--- src/rtl/core/aslc_pkg.sv ---
// Shared types, codes and match tables of the archive start line classifier.
// No dependencies; used by the line evaluator, the result queue and the top level.
`timescale 1ns / 1ps
`default_nettype none

package aslc_pkg;

    // Default line limit; a line ends at LINE_MAX - 1 bytes, counted with its newline
    localparam int LINE_MAX_DEFAULT = 512;

    // Configuration register indexes
    localparam logic CFG_KEEP_HEADER       = 1'b0;
    localparam logic CFG_KEEP_MAIL_HEADERS = 1'b1;

    // Classifier phase
    typedef enum logic [1:0] {
        PH_SEARCH = 2'd0,
        PH_CUT    = 2'd1,
        PH_BODY   = 2'd2,
        PH_DONE   = 2'd3
    } phase_t;

    // Line verdict codes
    typedef enum logic [3:0] {
        V_HEADER         = 4'd0,
        V_CUT            = 4'd1,
        V_BLANK_AFTER    = 4'd2,
        V_SHELL_START    = 4'd3,
        V_BODY           = 4'd4,
        V_C_CODE         = 4'd5,
        V_PASCAL         = 4'd6,
        V_TROFF          = 4'd7,
        V_CUT_LIED       = 4'd8,
        V_NONE           = 4'd9,
        V_NONE_AFTER_CUT = 4'd10,
        V_IGNORED        = 4'd11
    } verdict_t;

    // Words found so far on a line
    localparam int FOUND_CUT  = 0;
    localparam int FOUND_TEAR = 1;
    localparam int FOUND_PAIR = 2;

    // Line prefixes, right-justified strings; C code 0..8, Pascal 9,
    // bare hash 10, shell 11..14, dash marker 15
    localparam logic [71:0] PRE_STR [16] = '{
        "#include", "# include", "#define", "# define", "#ifdef", "# ifdef",
        "#ifndef", "# ifndef", "/*", "(*", "#", ":", "echo ", "sed ", "cat ",
        "--------"
    };
    localparam logic [3:0] PRE_LEN [16] = '{
        4'd8, 4'd9, 4'd7, 4'd8, 4'd6, 4'd7, 4'd7, 4'd8,
        4'd2, 4'd2, 4'd1, 4'd1, 4'd5, 4'd4, 4'd4, 4'd8
    };
    localparam int PRE_C_LAST  = 8;
    localparam int PRE_PASCAL  = 9;
    localparam int PRE_HASH    = 10;
    localparam int PRE_COLON   = 11;
    localparam int PRE_ECHO    = 12;
    localparam int PRE_SED     = 13;
    localparam int PRE_CAT     = 14;
    localparam int PRE_DASHES  = 15;

    // Marker words, right-justified strings
    localparam logic [31:0] WORD_STR [3] = '{"cut", "here", "tear"};
    localparam logic [2:0]  WORD_LEN [3] = '{3'd3, 3'd4, 3'd4};
    localparam int W_CUT  = 0;
    localparam int W_HERE = 1;
    localparam int W_TEAR = 2;

    // Per-line tracking flags
    typedef struct packed {
        logic [15:0] prefix_alive;
        logic        text_only;
        logic [1:0]  troff_state;
        logic [2:0]  word_index;
        logic [2:0]  word_alive;
        logic [2:0]  words_found;
        logic [1:0]  mail_tag_state;
        logic        line_is_blank;
        logic        zero_seen;
        logic        lead_ok;
    } line_st_t;

    localparam line_st_t LINE_CLEAR = '{
        prefix_alive:   16'hFFFF,
        text_only:      1'b1,
        troff_state:    2'd0,
        word_index:     3'd0,
        word_alive:     3'b111,
        words_found:    3'b000,
        mail_tag_state: 2'd0,
        line_is_blank:  1'b1,
        zero_seen:      1'b0,
        lead_ok:        1'b0
    };

    // Outcome of finishing one line
    typedef struct packed {
        verdict_t verdict;
        logic     copy;
        phase_t   phase;
        logic     mail;
    } fin_t;

    // One result item
    typedef struct packed {
        verdict_t verdict;
        logic     copy;
        logic     last;
    } result_t;

    // Results made by one accepted item, packed from entry 0
    typedef struct packed {
        logic [1:0]       count;
        result_t [1:0]    res;
    } push_t;

endpackage

`default_nettype wire

--- src/rtl/core/aslc_line_eval.sv ---
// Line evaluator: per-byte line state and the verdict when a line completes.
// Depends on aslc_pkg for the match tables, state and result types.
`timescale 1ns / 1ps
`default_nettype none

module aslc_line_eval #(
    parameter int LINE_MAX = aslc_pkg::LINE_MAX_DEFAULT
) (
    input  wire logic          aclk,
    input  wire logic          aresetn,
    input  wire logic          in_accept,
    input  wire logic [7:0]    data_byte,
    input  wire logic          stream_end,
    input  wire logic          new_stream,
    input  wire logic          keep_header,
    input  wire logic          keep_mail_headers,
    output aslc_pkg::push_t    push
);

    localparam int POS_W = $clog2(LINE_MAX);
    localparam logic [POS_W-1:0] POS_LAST = POS_W'(LINE_MAX - 1);

    localparam logic [7:0] CH_NUL   = 8'h00;
    localparam logic [7:0] CH_TAB   = 8'h09;
    localparam logic [7:0] CH_NL    = 8'h0A;
    localparam logic [7:0] CH_SPACE = 8'h20;
    localparam logic [7:0] CH_HASH  = 8'h23;
    localparam logic [7:0] CH_COMMA = 8'h2C;
    localparam logic [7:0] CH_DASH  = 8'h2D;
    localparam logic [7:0] CH_DOT   = 8'h2E;
    localparam logic [7:0] CH_COLON = 8'h3A;
    localparam logic [7:0] CH_UNDER = 8'h5F;

    function automatic logic is_lower(logic [7:0] c);
        return c >= "a" && c <= "z";
    endfunction

    function automatic logic is_letter(logic [7:0] c);
        return is_lower(c) || (c >= "A" && c <= "Z");
    endfunction

    function automatic logic is_tagsym(logic [7:0] c);
        return c == CH_DASH || c == CH_UNDER || c == CH_DOT ||
               (c >= "0" && c <= "9") || is_letter(c);
    endfunction

    function automatic logic is_textsym(logic [7:0] c);
        return is_letter(c) || c == CH_SPACE || c == CH_TAB || c == CH_NL ||
               c == CH_COMMA || c == CH_DOT;
    endfunction

    // Position clipped to four bits; every test looks no further than nine
    function automatic logic [3:0] sat_pos(logic [POS_W-1:0] pos);
        return (pos >= POS_W'(9)) ? 4'd15 : pos[3:0];
    endfunction

    // Close the current word and record cut/here/tear pairs
    function automatic aslc_pkg::line_st_t word_end(aslc_pkg::line_st_t st);
        aslc_pkg::line_st_t s;
        logic w_cut, w_here, w_tear;
        s = st;
        w_cut  = s.word_alive[aslc_pkg::W_CUT]  && s.word_index == aslc_pkg::WORD_LEN[0];
        w_here = s.word_alive[aslc_pkg::W_HERE] && s.word_index == aslc_pkg::WORD_LEN[1];
        w_tear = s.word_alive[aslc_pkg::W_TEAR] && s.word_index == aslc_pkg::WORD_LEN[2];
        if (w_cut) begin
            if (s.words_found[aslc_pkg::FOUND_CUT]) s.words_found[aslc_pkg::FOUND_PAIR] = 1'b1;
            s.words_found[aslc_pkg::FOUND_CUT] = 1'b1;
        end
        if (w_here && (s.words_found[aslc_pkg::FOUND_CUT] ||
                       s.words_found[aslc_pkg::FOUND_TEAR]))
            s.words_found[aslc_pkg::FOUND_PAIR] = 1'b1;
        if (w_tear) s.words_found[aslc_pkg::FOUND_TEAR] = 1'b1;
        s.word_index = 3'd0;
        s.word_alive = 3'b111;
        return s;
    endfunction

    // Fold one visible byte into the line flags
    function automatic aslc_pkg::line_st_t see_byte(aslc_pkg::line_st_t st,
                                                    logic [7:0] b, logic [3:0] p);
        aslc_pkg::line_st_t s;
        logic [7:0] lc;
        logic [3:0] k;
        logic [1:0] j;
        logic       hit;
        s = st;
        // prefix tables
        for (int i = 0; i < 16; i++) begin
            if (p < aslc_pkg::PRE_LEN[i]) begin
                k = aslc_pkg::PRE_LEN[i] - 4'd1 - p;
                if (b != aslc_pkg::PRE_STR[i][{k, 3'b000} +: 8]) s.prefix_alive[i] = 1'b0;
            end
        end
        // troff request: dot, two letters, then a non-letter
        if (p == 4'd0)
            s.troff_state = (b == CH_DOT) ? 2'd1 : 2'd0;
        else if (p == 4'd1)
            s.troff_state = (st.troff_state == 2'd1 && is_letter(b)) ? 2'd2 : 2'd0;
        else if (p == 4'd2)
            s.troff_state = (st.troff_state == 2'd2 && is_letter(b)) ? 2'd3 : 2'd0;
        else if (p == 4'd3 && st.troff_state == 2'd3 && is_letter(b))
            s.troff_state = 2'd0;
        // plain text check
        if (!(p == 4'd0 && b == CH_HASH) && b != CH_NUL && !is_textsym(b))
            s.text_only = 1'b0;
        // mail header tag
        if (st.mail_tag_state == 2'd0)
            s.mail_tag_state = (b == CH_SPACE || b == CH_TAB) ? 2'd2 :
                               (is_tagsym(b) ? 2'd1 : 2'd3);
        else if (st.mail_tag_state == 2'd1)
            s.mail_tag_state = is_tagsym(b) ? 2'd1 : ((b == CH_COLON) ? 2'd2 : 2'd3);
        // marker words, case folded
        if (is_letter(b)) begin
            lc = b | 8'h20;
            for (int i = 0; i < 3; i++) begin
                hit = 1'b0;
                if (s.word_index < aslc_pkg::WORD_LEN[i]) begin
                    j = 2'(aslc_pkg::WORD_LEN[i] - 3'd1 - s.word_index);
                    hit = aslc_pkg::WORD_STR[i][{j, 3'b000} +: 8] == lc;
                end
                if (!hit) s.word_alive[i] = 1'b0;
            end
            if (s.word_index < 3'd7) s.word_index = s.word_index + 3'd1;
        end else begin
            s = word_end(s);
        end
        // first byte of line
        if (p == 4'd0) begin
            s.line_is_blank = (b == CH_NL);
            s.lead_ok = (b == CH_HASH || b == CH_COLON || is_lower(b));
        end
        if (b == CH_NUL) s.zero_seen = 1'b1;
        return s;
    endfunction

    function automatic logic pre_match(aslc_pkg::line_st_t s, logic [3:0] p, int i);
        return s.prefix_alive[i] && p >= aslc_pkg::PRE_LEN[i];
    endfunction

    // Verdict of a completed line
    function automatic aslc_pkg::fin_t finish(aslc_pkg::line_st_t st, logic [3:0] p,
                                              aslc_pkg::phase_t ph, logic mail,
                                              logic keep_h, logic keep_m);
        aslc_pkg::fin_t     f;
        aslc_pkg::line_st_t s;
        logic               c_code;
        s = st;
        if (!s.zero_seen) s = word_end(s);
        f.verdict = aslc_pkg::V_IGNORED;
        f.copy    = 1'b0;
        f.phase   = ph;
        f.mail    = mail;
        c_code = 1'b0;
        for (int i = 0; i <= aslc_pkg::PRE_C_LAST; i++)
            if (pre_match(s, p, i)) c_code = 1'b1;
        unique case (ph)
            aslc_pkg::PH_SEARCH: begin
                if (c_code) begin
                    f.verdict = aslc_pkg::V_C_CODE;
                    f.phase   = aslc_pkg::PH_DONE;
                end else if (pre_match(s, p, aslc_pkg::PRE_PASCAL)) begin
                    f.verdict = aslc_pkg::V_PASCAL;
                    f.phase   = aslc_pkg::PH_DONE;
                end else if (s.troff_state == 2'd3) begin
                    f.verdict = aslc_pkg::V_TROFF;
                    f.phase   = aslc_pkg::PH_DONE;
                end else if ((pre_match(s, p, aslc_pkg::PRE_HASH) && !s.text_only) ||
                             pre_match(s, p, aslc_pkg::PRE_COLON) ||
                             pre_match(s, p, aslc_pkg::PRE_ECHO) ||
                             pre_match(s, p, aslc_pkg::PRE_SED) ||
                             pre_match(s, p, aslc_pkg::PRE_CAT)) begin
                    f.verdict = aslc_pkg::V_SHELL_START;
                    f.phase   = aslc_pkg::PH_BODY;
                end else if (pre_match(s, p, aslc_pkg::PRE_DASHES) ||
                             s.words_found[aslc_pkg::FOUND_PAIR]) begin
                    f.verdict = aslc_pkg::V_CUT;
                    f.phase   = aslc_pkg::PH_CUT;
                end else begin
                    f.verdict = aslc_pkg::V_HEADER;
                    if (keep_h) begin
                        if (mail && s.mail_tag_state != 2'd2) f.mail = 1'b0;
                        f.copy = !f.mail || keep_m;
                    end
                end
            end
            aslc_pkg::PH_CUT: begin
                if (s.line_is_blank) begin
                    f.verdict = aslc_pkg::V_BLANK_AFTER;
                end else if (s.lead_ok) begin
                    f.verdict = aslc_pkg::V_SHELL_START;
                    f.phase   = aslc_pkg::PH_BODY;
                end else begin
                    f.verdict = aslc_pkg::V_CUT_LIED;
                    f.phase   = aslc_pkg::PH_DONE;
                end
            end
            aslc_pkg::PH_BODY: f.verdict = aslc_pkg::V_BODY;
            aslc_pkg::PH_DONE: f.verdict = aslc_pkg::V_IGNORED;
        endcase
        return f;
    endfunction

    aslc_pkg::phase_t   phase_reg, phase_next;
    logic               mail_reg, mail_next;
    aslc_pkg::line_st_t st_reg, st_next;
    logic [POS_W-1:0]   pos_reg, pos_next;

    aslc_pkg::phase_t   eff_phase;
    logic               eff_mail;
    aslc_pkg::line_st_t eff_st, st_b, fin_st;
    logic [POS_W-1:0]   eff_pos, pos_b, fin_pos;
    logic               line_done, has_line, has_end;
    aslc_pkg::phase_t   ph_after;
    aslc_pkg::fin_t     fin;

    // Next state: a new stream clears first, then the byte or the end is taken
    always_comb begin
        eff_phase = new_stream ? aslc_pkg::PH_SEARCH : phase_reg;
        eff_mail  = new_stream ? 1'b1 : mail_reg;
        eff_st    = new_stream ? aslc_pkg::LINE_CLEAR : st_reg;
        eff_pos   = new_stream ? '0 : pos_reg;

        st_b      = eff_st.zero_seen ? eff_st : see_byte(eff_st, data_byte, sat_pos(eff_pos));
        pos_b     = eff_pos + POS_W'(1);
        line_done = data_byte == CH_NL || pos_b >= POS_LAST;

        fin_st  = stream_end ? eff_st : st_b;
        fin_pos = stream_end ? eff_pos : pos_b;
        fin     = finish(fin_st, sat_pos(fin_pos), eff_phase, eff_mail,
                         keep_header, keep_mail_headers);

        has_line = stream_end ? (eff_pos != '0) : line_done;
        ph_after = has_line ? fin.phase : eff_phase;

        phase_next = phase_reg;
        mail_next  = mail_reg;
        st_next    = st_reg;
        pos_next   = pos_reg;
        if (in_accept) begin
            mail_next = has_line ? fin.mail : eff_mail;
            if (stream_end) begin
                phase_next = aslc_pkg::PH_DONE;
                st_next    = aslc_pkg::LINE_CLEAR;
                pos_next   = '0;
            end else if (line_done) begin
                phase_next = fin.phase;
                st_next    = aslc_pkg::LINE_CLEAR;
                pos_next   = '0;
            end else begin
                phase_next = eff_phase;
                st_next    = st_b;
                pos_next   = pos_b;
            end
        end
    end

    // Results of the accepted item, packed from entry 0
    always_comb begin
        has_end = stream_end &&
                  (ph_after == aslc_pkg::PH_SEARCH || ph_after == aslc_pkg::PH_CUT);
        push = '0;
        if (in_accept) begin
            if (has_line) begin
                push.res[0].verdict = fin.verdict;
                push.res[0].copy    = fin.copy;
                push.res[0].last    = !has_end;
                if (has_end) begin
                    push.res[1].verdict = (ph_after == aslc_pkg::PH_SEARCH) ?
                                          aslc_pkg::V_NONE : aslc_pkg::V_NONE_AFTER_CUT;
                    push.res[1].last    = 1'b1;
                end
            end else if (has_end) begin
                push.res[0].verdict = (ph_after == aslc_pkg::PH_SEARCH) ?
                                      aslc_pkg::V_NONE : aslc_pkg::V_NONE_AFTER_CUT;
                push.res[0].last    = 1'b1;
            end
            push.count = 2'({1'b0, has_line} + {1'b0, has_end});
        end
    end

    always_ff @(posedge aclk) begin
        if (!aresetn) begin
            phase_reg <= aslc_pkg::PH_SEARCH;
            mail_reg  <= 1'b1;
            st_reg    <= aslc_pkg::LINE_CLEAR;
            pos_reg   <= '0;
        end else begin
            phase_reg <= phase_next;
            mail_reg  <= mail_next;
            st_reg    <= st_next;
            pos_reg   <= pos_next;
        end
    end

endmodule

`default_nettype wire

--- src/rtl/core/aslc_result_queue.sv ---
// Four-entry result queue: takes up to two result items a cycle, gives one while out_ready is high.
// Depends on aslc_pkg for the result and push types.
`timescale 1ns / 1ps
`default_nettype none

module aslc_result_queue (
    input  wire logic             aclk,
    input  wire logic             aresetn,
    input  aslc_pkg::push_t       push,
    output logic                  room,
    output logic                  out_valid,
    input  wire logic             out_ready,
    output aslc_pkg::result_t     out_res
);

    aslc_pkg::result_t mem_reg [4];
    logic [1:0] wr_reg, wr_next;
    logic [1:0] rd_reg, rd_next;
    logic [2:0] count_reg, count_next;
    logic       pop;

    // Room for the worst case of two results
    assign room      = count_reg <= 3'd2;
    assign out_valid = count_reg != 3'd0;
    assign out_res   = mem_reg[rd_reg];
    assign pop       = out_valid && out_ready;

    always_comb begin
        wr_next    = wr_reg + push.count;
        rd_next    = rd_reg + {1'b0, pop};
        count_next = count_reg + {1'b0, push.count} - {2'b00, pop};
    end

    // Storage
    always_ff @(posedge aclk) begin
        if (push.count != 2'd0) mem_reg[wr_reg] <= push.res[0];
        if (push.count == 2'd2) mem_reg[wr_reg + 2'd1] <= push.res[1];
    end

    // Pointers and fill
    always_ff @(posedge aclk) begin
        if (!aresetn) begin
            wr_reg    <= 2'd0;
            rd_reg    <= 2'd0;
            count_reg <= 3'd0;
        end else begin
            wr_reg    <= wr_next;
            rd_reg    <= rd_next;
            count_reg <= count_next;
        end
    end

endmodule

`default_nettype wire

--- src/rtl/core/archive_start_line_classifier_unit.sv ---
// Top level of the archive start line classifier: ports, configuration registers.
// Depends on aslc_pkg, aslc_line_eval and aslc_result_queue.
`timescale 1ns / 1ps
`default_nettype none

// Channel  Direction  Handshake            Payload
// s_       in         s_tvalid/s_tready    tdata: data_byte; tuser: stream_end, new_stream
// m_       out        m_tvalid/m_tready    tdata: line_verdict; tuser: copy_to_header;
//                                          tlast: last_of_run
// cfg_     in         cfg_valid/cfg_ready  cfg_index, cfg_data
//
// One item is accepted per cycle; its results are ready in the queue the next cycle.
// Results leave one per cycle when taken, from a four-entry queue; an end-of-stream
// item can make two, and s_tready drops while fewer than two entries are free.
// aresetn is synchronous and clears all line state; there is no clearing pass.
// cfg_ready is always high; a write counts from the next line verdict.

module archive_start_line_classifier_unit #(
    parameter int LINE_MAX = aslc_pkg::LINE_MAX_DEFAULT
) (
    input  wire logic        aclk,
    input  wire logic        aresetn,
    input  wire logic        s_tvalid,
    output logic             s_tready,
    input  wire logic [7:0]  s_tdata,   // [7:0] data_byte
    input  wire logic [1:0]  s_tuser,   // [0] stream_end, [1] new_stream
    output logic             m_tvalid,
    input  wire logic        m_tready,
    output logic [7:0]       m_tdata,   // [3:0] line_verdict, [7:4] zero
    output logic [0:0]       m_tuser,   // [0] copy_to_header
    output logic             m_tlast,
    input  wire logic        cfg_valid,
    output logic             cfg_ready,
    input  wire logic [0:0]  cfg_index,
    input  wire logic [0:0]  cfg_data
);

    logic              keep_header_reg;
    logic              keep_mail_headers_reg;
    logic              room;
    logic              in_accept;
    aslc_pkg::push_t   push;
    aslc_pkg::result_t out_res;

    assign s_tready  = room;
    assign in_accept = s_tvalid && s_tready;
    assign cfg_ready = 1'b1;

    // Configuration registers
    always_ff @(posedge aclk) begin
        if (!aresetn) begin
            keep_header_reg       <= 1'b0;
            keep_mail_headers_reg <= 1'b0;
        end else if (cfg_valid) begin
            unique case (cfg_index[0])
                aslc_pkg::CFG_KEEP_HEADER:       keep_header_reg       <= cfg_data[0];
                aslc_pkg::CFG_KEEP_MAIL_HEADERS: keep_mail_headers_reg <= cfg_data[0];
            endcase
        end
    end

    aslc_line_eval #(
        .LINE_MAX(LINE_MAX)
    ) u_line_eval (
        .aclk              (aclk),
        .aresetn           (aresetn),
        .in_accept         (in_accept),
        .data_byte         (s_tdata),
        .stream_end        (s_tuser[0]),
        .new_stream        (s_tuser[1]),
        .keep_header       (keep_header_reg),
        .keep_mail_headers (keep_mail_headers_reg),
        .push              (push)
    );

    aslc_result_queue u_result_queue (
        .aclk      (aclk),
        .aresetn   (aresetn),
        .push      (push),
        .room      (room),
        .out_valid (m_tvalid),
        .out_ready (m_tready),
        .out_res   (out_res)
    );

    // Result item packing
    assign m_tdata = {4'b0000, out_res.verdict};
    assign m_tuser = out_res.copy;
    assign m_tlast = out_res.last;

endmodule

`default_nettype wire

--- config.mk ---
export PLATFORM = sky130hd
export DESIGN_NAME = archive_start_line_classifier_unit
export DESIGN_NICKNAME = d
export VERILOG_FILES = /design/src/rtl/core/aslc_pkg.sv /design/src/rtl/core/aslc_line_eval.sv /design/src/rtl/core/aslc_result_queue.sv /design/src/rtl/core/archive_start_line_classifier_unit.sv
export SDC_FILE = /design/constraint.sdc
export NUM_CORES = 1
export LEC_CHECK = 0
export ABC_AREA = 1
export BUFFER_PORTS_ARGS = -buffer_cell sky130_fd_sc_hd__buf_4
export CORE_MARGIN = 2
export CORE_UTILIZATION = 35
export CTS_CLUSTER_SIZE = 20
export DETAILED_ROUTE_END_ITERATION = 7
export GPL_TIMING_DRIVEN = 0
export PLACE_DENSITY_LB_ADDON = 0.25
export SYNTH_ARGS = -nofsm -noshare
export SYNTH_HDL_FRONTEND = slang
export SYNTH_SLANG_ARGS = --single-unit
export TNS_END_PERCENT = 1
--- constraint.sdc ---
create_clock -name aclk -period 13.85 [get_ports aclk]
set_input_delay 2.0775 -clock aclk [delete_from_list [all_inputs] [get_ports aclk]]
set_output_delay 2.0775 -clock aclk [all_outputs]
set_load 0.01 [all_outputs]
# [Word level (Yosys, flattened, before mapping)]
# Memories as Yosys holds them, arrays and structs flattened. A register that Yosys moved wholly into a read port is not among the register bits.
# Index checks and enable logic that the tools add are counted.
[classes] n_shift=19 n_eq_ne=46 bitwise_logic=1 multipliers=0 mux=154 div_mod_pow=0 n_lt_le_gt_ge=29 n_reduce_logical=78 n_addsub=18
[ops] operator="variable part select 72 x 8 -> 8 bit (first input constant)" n=16
[ops] operator="two-way mux 33 bit" n=5
[ops] operator="inequality test 8 bit" n=16
[ops] operator="two-way mux 1 bit" n=103
[ops] operator="variable part select 32 x 6 -> 8 bit (first input constant)" n=3
[ops] operator="equality test 8 x 6 -> 1 bit (second input constant)" n=6
[ops] operator="two-way mux 2 bit" n=23
[ops] operator="two-way mux 4 bit" n=11
[ops] operator="logical AND 1 bit" n=39
[ops] operator="two-way mux 9 bit" n=4
[ops] operator="equality test 8 bit" n=3
[ops] operator="logical OR 1 bit" n=23
[ops] operator="greater-or-equal comparator 9 x 4 -> 1 bit (second input constant)" n=2
[ops] operator="equality test 8 x 4 -> 1 bit (second input constant)" n=2
[ops] operator="greater-or-equal comparator 4 x 3 -> 1 bit (second input constant)" n=4
[ops] operator="greater-or-equal comparator 8 x 7 -> 1 bit (second input constant)" n=2
[ops] operator="<= comparator 8 x 7 -> 1 bit (second input constant)" n=2
[ops] operator="less-than comparator 4 x 3 -> 1 bit (second input constant)" n=4
[ops] operator="two-way mux 8 bit" n=2
[ops] operator="case mux 4 bit (4 select lines)" n=1
[ops] operator="subtractor 3 x 4 -> 4 bit (first input constant)" n=4
[ops] operator="equality test 2 bit (second input constant)" n=6
[ops] operator="two-way mux 6 bit" n=2
[ops] operator="adder 9 x 1 -> 9 bit (second input constant)" n=1
[ops] operator="other kinds (43)" n=61
[word_totals] in_bits=17 word_cells=364 mem_bits_ro=0 out_inout_bits=13 latch_bits=0 ramBits=24 register_bits=54 mem_count=1
[memory_table] memory="u_result_queue.mem_reg" depth=4 word_bits=6 rd=1 rd_ports_with_merged_regs=1 wr=2 line_no="aslc_result_queue.sv:16" source="aslc_pkg::result_t mem_reg [4];"

# [Longest topological paths before layout]
[logic_depth] ltp_word=42 depth_mapped=43 depth_no_buf=40

# [By module]
# From an unflattened synthesis, not the netlist that was laid out.
[unflattened] cells_unflattened=1269 area_unflattened_um2=7941.4
[by_module_without_submodules] module="aslc_line_eval" n_inst=1 seq_area_each_um2=900.9 area_each_um2=6118.4 cells_each=1075
[by_module_without_submodules] module="aslc_result_queue" n_inst=1 seq_area_each_um2=860.8 area_each_um2=1682.9 cells_each=173
[by_module_without_submodules] module="archive_start_line_classifier_unit" n_inst=1 seq_area_each_um2=40.0 area_each_um2=140.1 cells_each=21

# [Worst setup path before layout]
# OpenSTA, ideal clock, no wires.
[synth_timing] path_type="in2reg" from="in s_tuser[1]" to="reg u_result_queue.count_reg[2]" required_ns=13.722 setup_slack_ns=6.530 setup_time_ns=0.128 stages=38 n_path_buf=2 t_arrival_ns=7.192 cell_sequence="inv_2 > buf_6 > nand2_2 > buf_2 > inv_1 > ha_1 > nand3_1 > nor2_1 > nand2_1 > nand4_1 > inv_1 > ha_1 > inv_1 > ha_1 > nand2_1 > inv_1 > nor2_1 > nor3_1 > [... 2 more ...] > o21ai_0 > a21oi_1 > nand2_1 > nand3_1 > nor2_2 > nand3_2 > nand2_2 > nand2_4 > a21oi_4 > ha_1 > inv_1 > nor2_1 > ha_1 > inv_1 > fa_1 > xor2_1 > inv_1 > nor2_1"
[synth_between] elab_chain_cells=32 word_cells_on_any_way=224 classes_between="15 x add/sub; 22 x order compare; 31 x eq/ne; 18 x shift; 91 x mux; 47 x reduce/logical"
[synth_rtl] element="start: declaration" line_no="archive_start_line_classifier_unit.sv:26" source="input wire logic [1:0] s_tuser,"
[synth_rtl] element="branches (longest 28 deep; another with greater-or-equal comparator 9 x 4 -> 1 bit)"
[synth_rtl] element="adder 1 x 1 -> 2 bit *" line_no="aslc_line_eval.sv:277" source="push.count = 2'({1'b0, has_line} + {1'b0, has_end});"
[synth_rtl] element="two-way mux 6 bit *" line_no="aslc_line_eval.sv:262" source="if (in_accept) begin"
[synth_rtl] element="adder 3 x 2 -> 3 bit *" line_no="aslc_result_queue.sv:31" source="count_next = count_reg + {1'b0, push.count} - {2'b00, pop};"
[synth_rtl] element="subtractor 3 x 1 -> 3 bit *" line_no="aslc_result_queue.sv:31"
[synth_rtl] element="end signal: assignment" line_no="aslc_result_queue.sv:49" source="count_reg <= count_next;"
[synth_rtl] element="end: declaration" line_no="aslc_result_queue.sv:19" source="logic [2:0] count_reg, count_next;"
# Mark *: on every way between the ends. The select of a mux whose other input is x is not followed.
# A chain may end at the register's enable or synchronous reset.

==> impl_metrics.tcl <==
set metrics [dict create \
    diodes 0 \
    htreeDepth 3 \
    yosysMostFrequentCell "nand2_1" \
    ys_async_sr_fraction_pct 0 \
    crit_top_cell "inv_1" \
    routed_wl_microns 27900 \
    slew_headroom_pct 35.5 \
    drt-initial-drc-count 839 \
    cts_tree "done" \
    seq_area_frac_synth_pct 22.3 \
    gp_congestion 1.03 \
    cellLeakagePower_nw 4.12 \
    path_clk_slew_ps 70 \
    routedWlPerCell_microns 17.3 \
    dpl.hpwl_microns 21200 \
    antenna_found_initial 0 \
    synth_top_area_share_pct 17.1 \
    synth-seq-cells 78 \
    grt_pass1_wl_microns 43900 \
    cts-root-buf "clkbuf_16" \
    clock_sinks 78 \
    crit_required_ps 13890 \
    post-route-util_pct 39.3 \
    power.total_mw 0.805 \
    dr_total_vias 8723 \
    p_per_area_nw_per_um2 94.1 \
    setup_violations 0 \
    netlist_instances 1285 \
    layout.nets 1378 \
    synth_top_cell_by_area "nand2_1" \
    timing.final.crit_share_pct 65.3 \
    design.core.area_sq_um 21800 \
    die_area_sq_um 23300 \
    grt_max_degree 17 \
    grt_overflow 0 \
    largest_register_ffs 33 \
    setup_tns_ps 0 \
    grt_pass1_vias 7886 \
    port_buffers 23 \
    crit_slowest_cell "inv_1" \
    drc 0 \
    avgViaCountPerCell 5.43 \
    crit_arrival_ps 9080 \
    drive_gt1_share_pct 8.29 \
    min_path_type "reg -> reg" \
    cts_resized 0 \
    first_pass_iters 5 \
    syn_avg_cell_area_sq_um 6.02 \
    ys_top_cells_by_area "nand2_1, dfxtp_1, nand3_1" \
    vdd_drop_max_mv 0.0570 \
    status "finished, final reports clean" \
    post_cts_buffers 0 \
    row_count 54 \
    ys_types 54 \
    ctsHoldBuffers 0 \
    rsz0062_at_grt "no" \
    synth_commonest_cells "nand2_1, nor2_1, nand3_1" \
    synth_edf_count 16 \
    cp-start-kind "input pin" \
    initial_core_util_pct 35.5 \
    crit_type "in -> reg" \
    tightest_slew_ps 962 \
    die_w_microns 153 \
    numCtsBuffers 9 \
    clockBufferDepth 2 \
    finish.instance_area_sq_um 8550 \
    yosysWarnings 0 \
    cp_slowest_stage_delay_ps 680 \
    syn_area_sq_um 7730 \
    placed_area_sq_um 8270 \
    grt_use_total_pct 23.6 \
    clk-insertion-delay-late_ps 350 \
    timing.hold.ws_ps 468 \
    ys.flop_type "dfxtp_1" \
    fmax_mhz 111 \
    io_pins 30 \
    clock_skew_ps 15.7 \
    worst_setup_path_end_kind "flip-flop" \
    final_hold_viol_count 0 \
    drv_slew 0 \
    critical_path_peak_fanout 13 \
    antenna_left 0 \
    fill_cells 2413 \
    fin_crit_ps 9040 \
    cap_violations 0 \
    die_y_microns 153 \
    syn_to_final_growth_pct 10.6 \
]
## power by group
| part | switching (mW) | leakage [nW] | internal (mW) | total, mW |
|---|---|---|---|---|
| sequential | 0.0188 | 0.661 | 0.259 | 0.278 |
| combinational | 0.190 | 3.33 | 0.0983 | 0.288 |
| clock | 0.113 | 0.136 | 0.126 | 0.239 |
## per-stage QoR
stage          instances  setup slack [ps]
5_1_grt             1607              4310
4_1_cts             1607              4970
6_report            1607              4810
2_1_floorplan       1288              6530
3_3_place_gp        1591              4640
3_5_place_dp        1591              4610
## area by class of cell
class                   count  area, sq um  area share (%)
multi-input cells        1026         5280            61.8
flip-flops and latches     78         1720            20.1
inverters                 126          473            5.53
well taps                 280          350            4.10
plain buffers              58          265            3.10
clock buffers               9          225            2.63
repair buffers             23          173            2.02
clock inverters             7         63.8           0.746
## worst paths after layout
path                                  from                      endpoint  slack (ps)  cells after the start
setup / recovery                s_tuser[1]  u_result_queue.mem_reg[3][5]        4810                     37
hold / removal    u_line_eval.phase_reg[0]      u_line_eval.phase_reg[0]         470                      2
setup reg to reg    u_line_eval.pos_reg[0]  u_result_queue.mem_reg[3][5]        6610                     34
hold reg to reg   u_line_eval.phase_reg[0]      u_line_eval.phase_reg[0]         470                      2
## metal layers
layer,vias up,global-route usage [%],part of all wire (%)
met5,-,0,0
met4,0,7.10,2.1
met3,49,4.47,7.8
met2,345,37.7,44
met1,4004,32.5,46
li1,4325,-,-
## layout by cell type (no fill, tap or decap), types with 4 or more instances in the layout
cell / instances
nand2_1: 352
nor2_1: 158
nand3_1: 123
inv_1: 120
a21oi_1: 77
o21ai_0: 73
dfxtp_1: 62
ha_1: 38
clkbuf_1: 37
buf_4: 29
nand4_1: 24
xor2_1: 19
nor3_1: 17
edfxtp_1: 16
nand2_2: 12
o21ai_1: 12
a22oi_1: 11
xnor2_1: 10
or2_2: 10
clkbuf_16: 9
buf_2: 8
a31oi_1: 7
o22ai_1: 7
nand3_2: 6
o211ai_1: 6
nor2_4: 5
o31ai_1: 5
buf_1: 5
a211oi_1: 5
conb_1: 5
inv_2: 4
nand2_4: 4
nor2_2: 4
a32oi_1: 4
## worst max-delay path: cells and delay by family
kind,cells,cell delay (ps)
compound gates,4,560
fa+ha+maj,4,1370
buf+inv,10,2000
simple gates,19,3030
## cell families (layout without fill, tap and decap cells)
group / count (synthesis) / count (layout) / share of synthesized area [%]
xor gates and xnor gates: 29 / 29 / 3.29
adders and majority gates: 39 / 39 / 6.41
DFF: 78 / 78 / 22.3
AOI/OAI and AO/OA: 227 / 227 / 17.0
buffers and inverters: 184 / 223 / 9.55
and+or+nand+nor: 725 / 725 / 41.2
muxes: 1 / 1 / 0.129
other: 2 / 5 / 0.0971
Power figures use the tool's default switching activity.
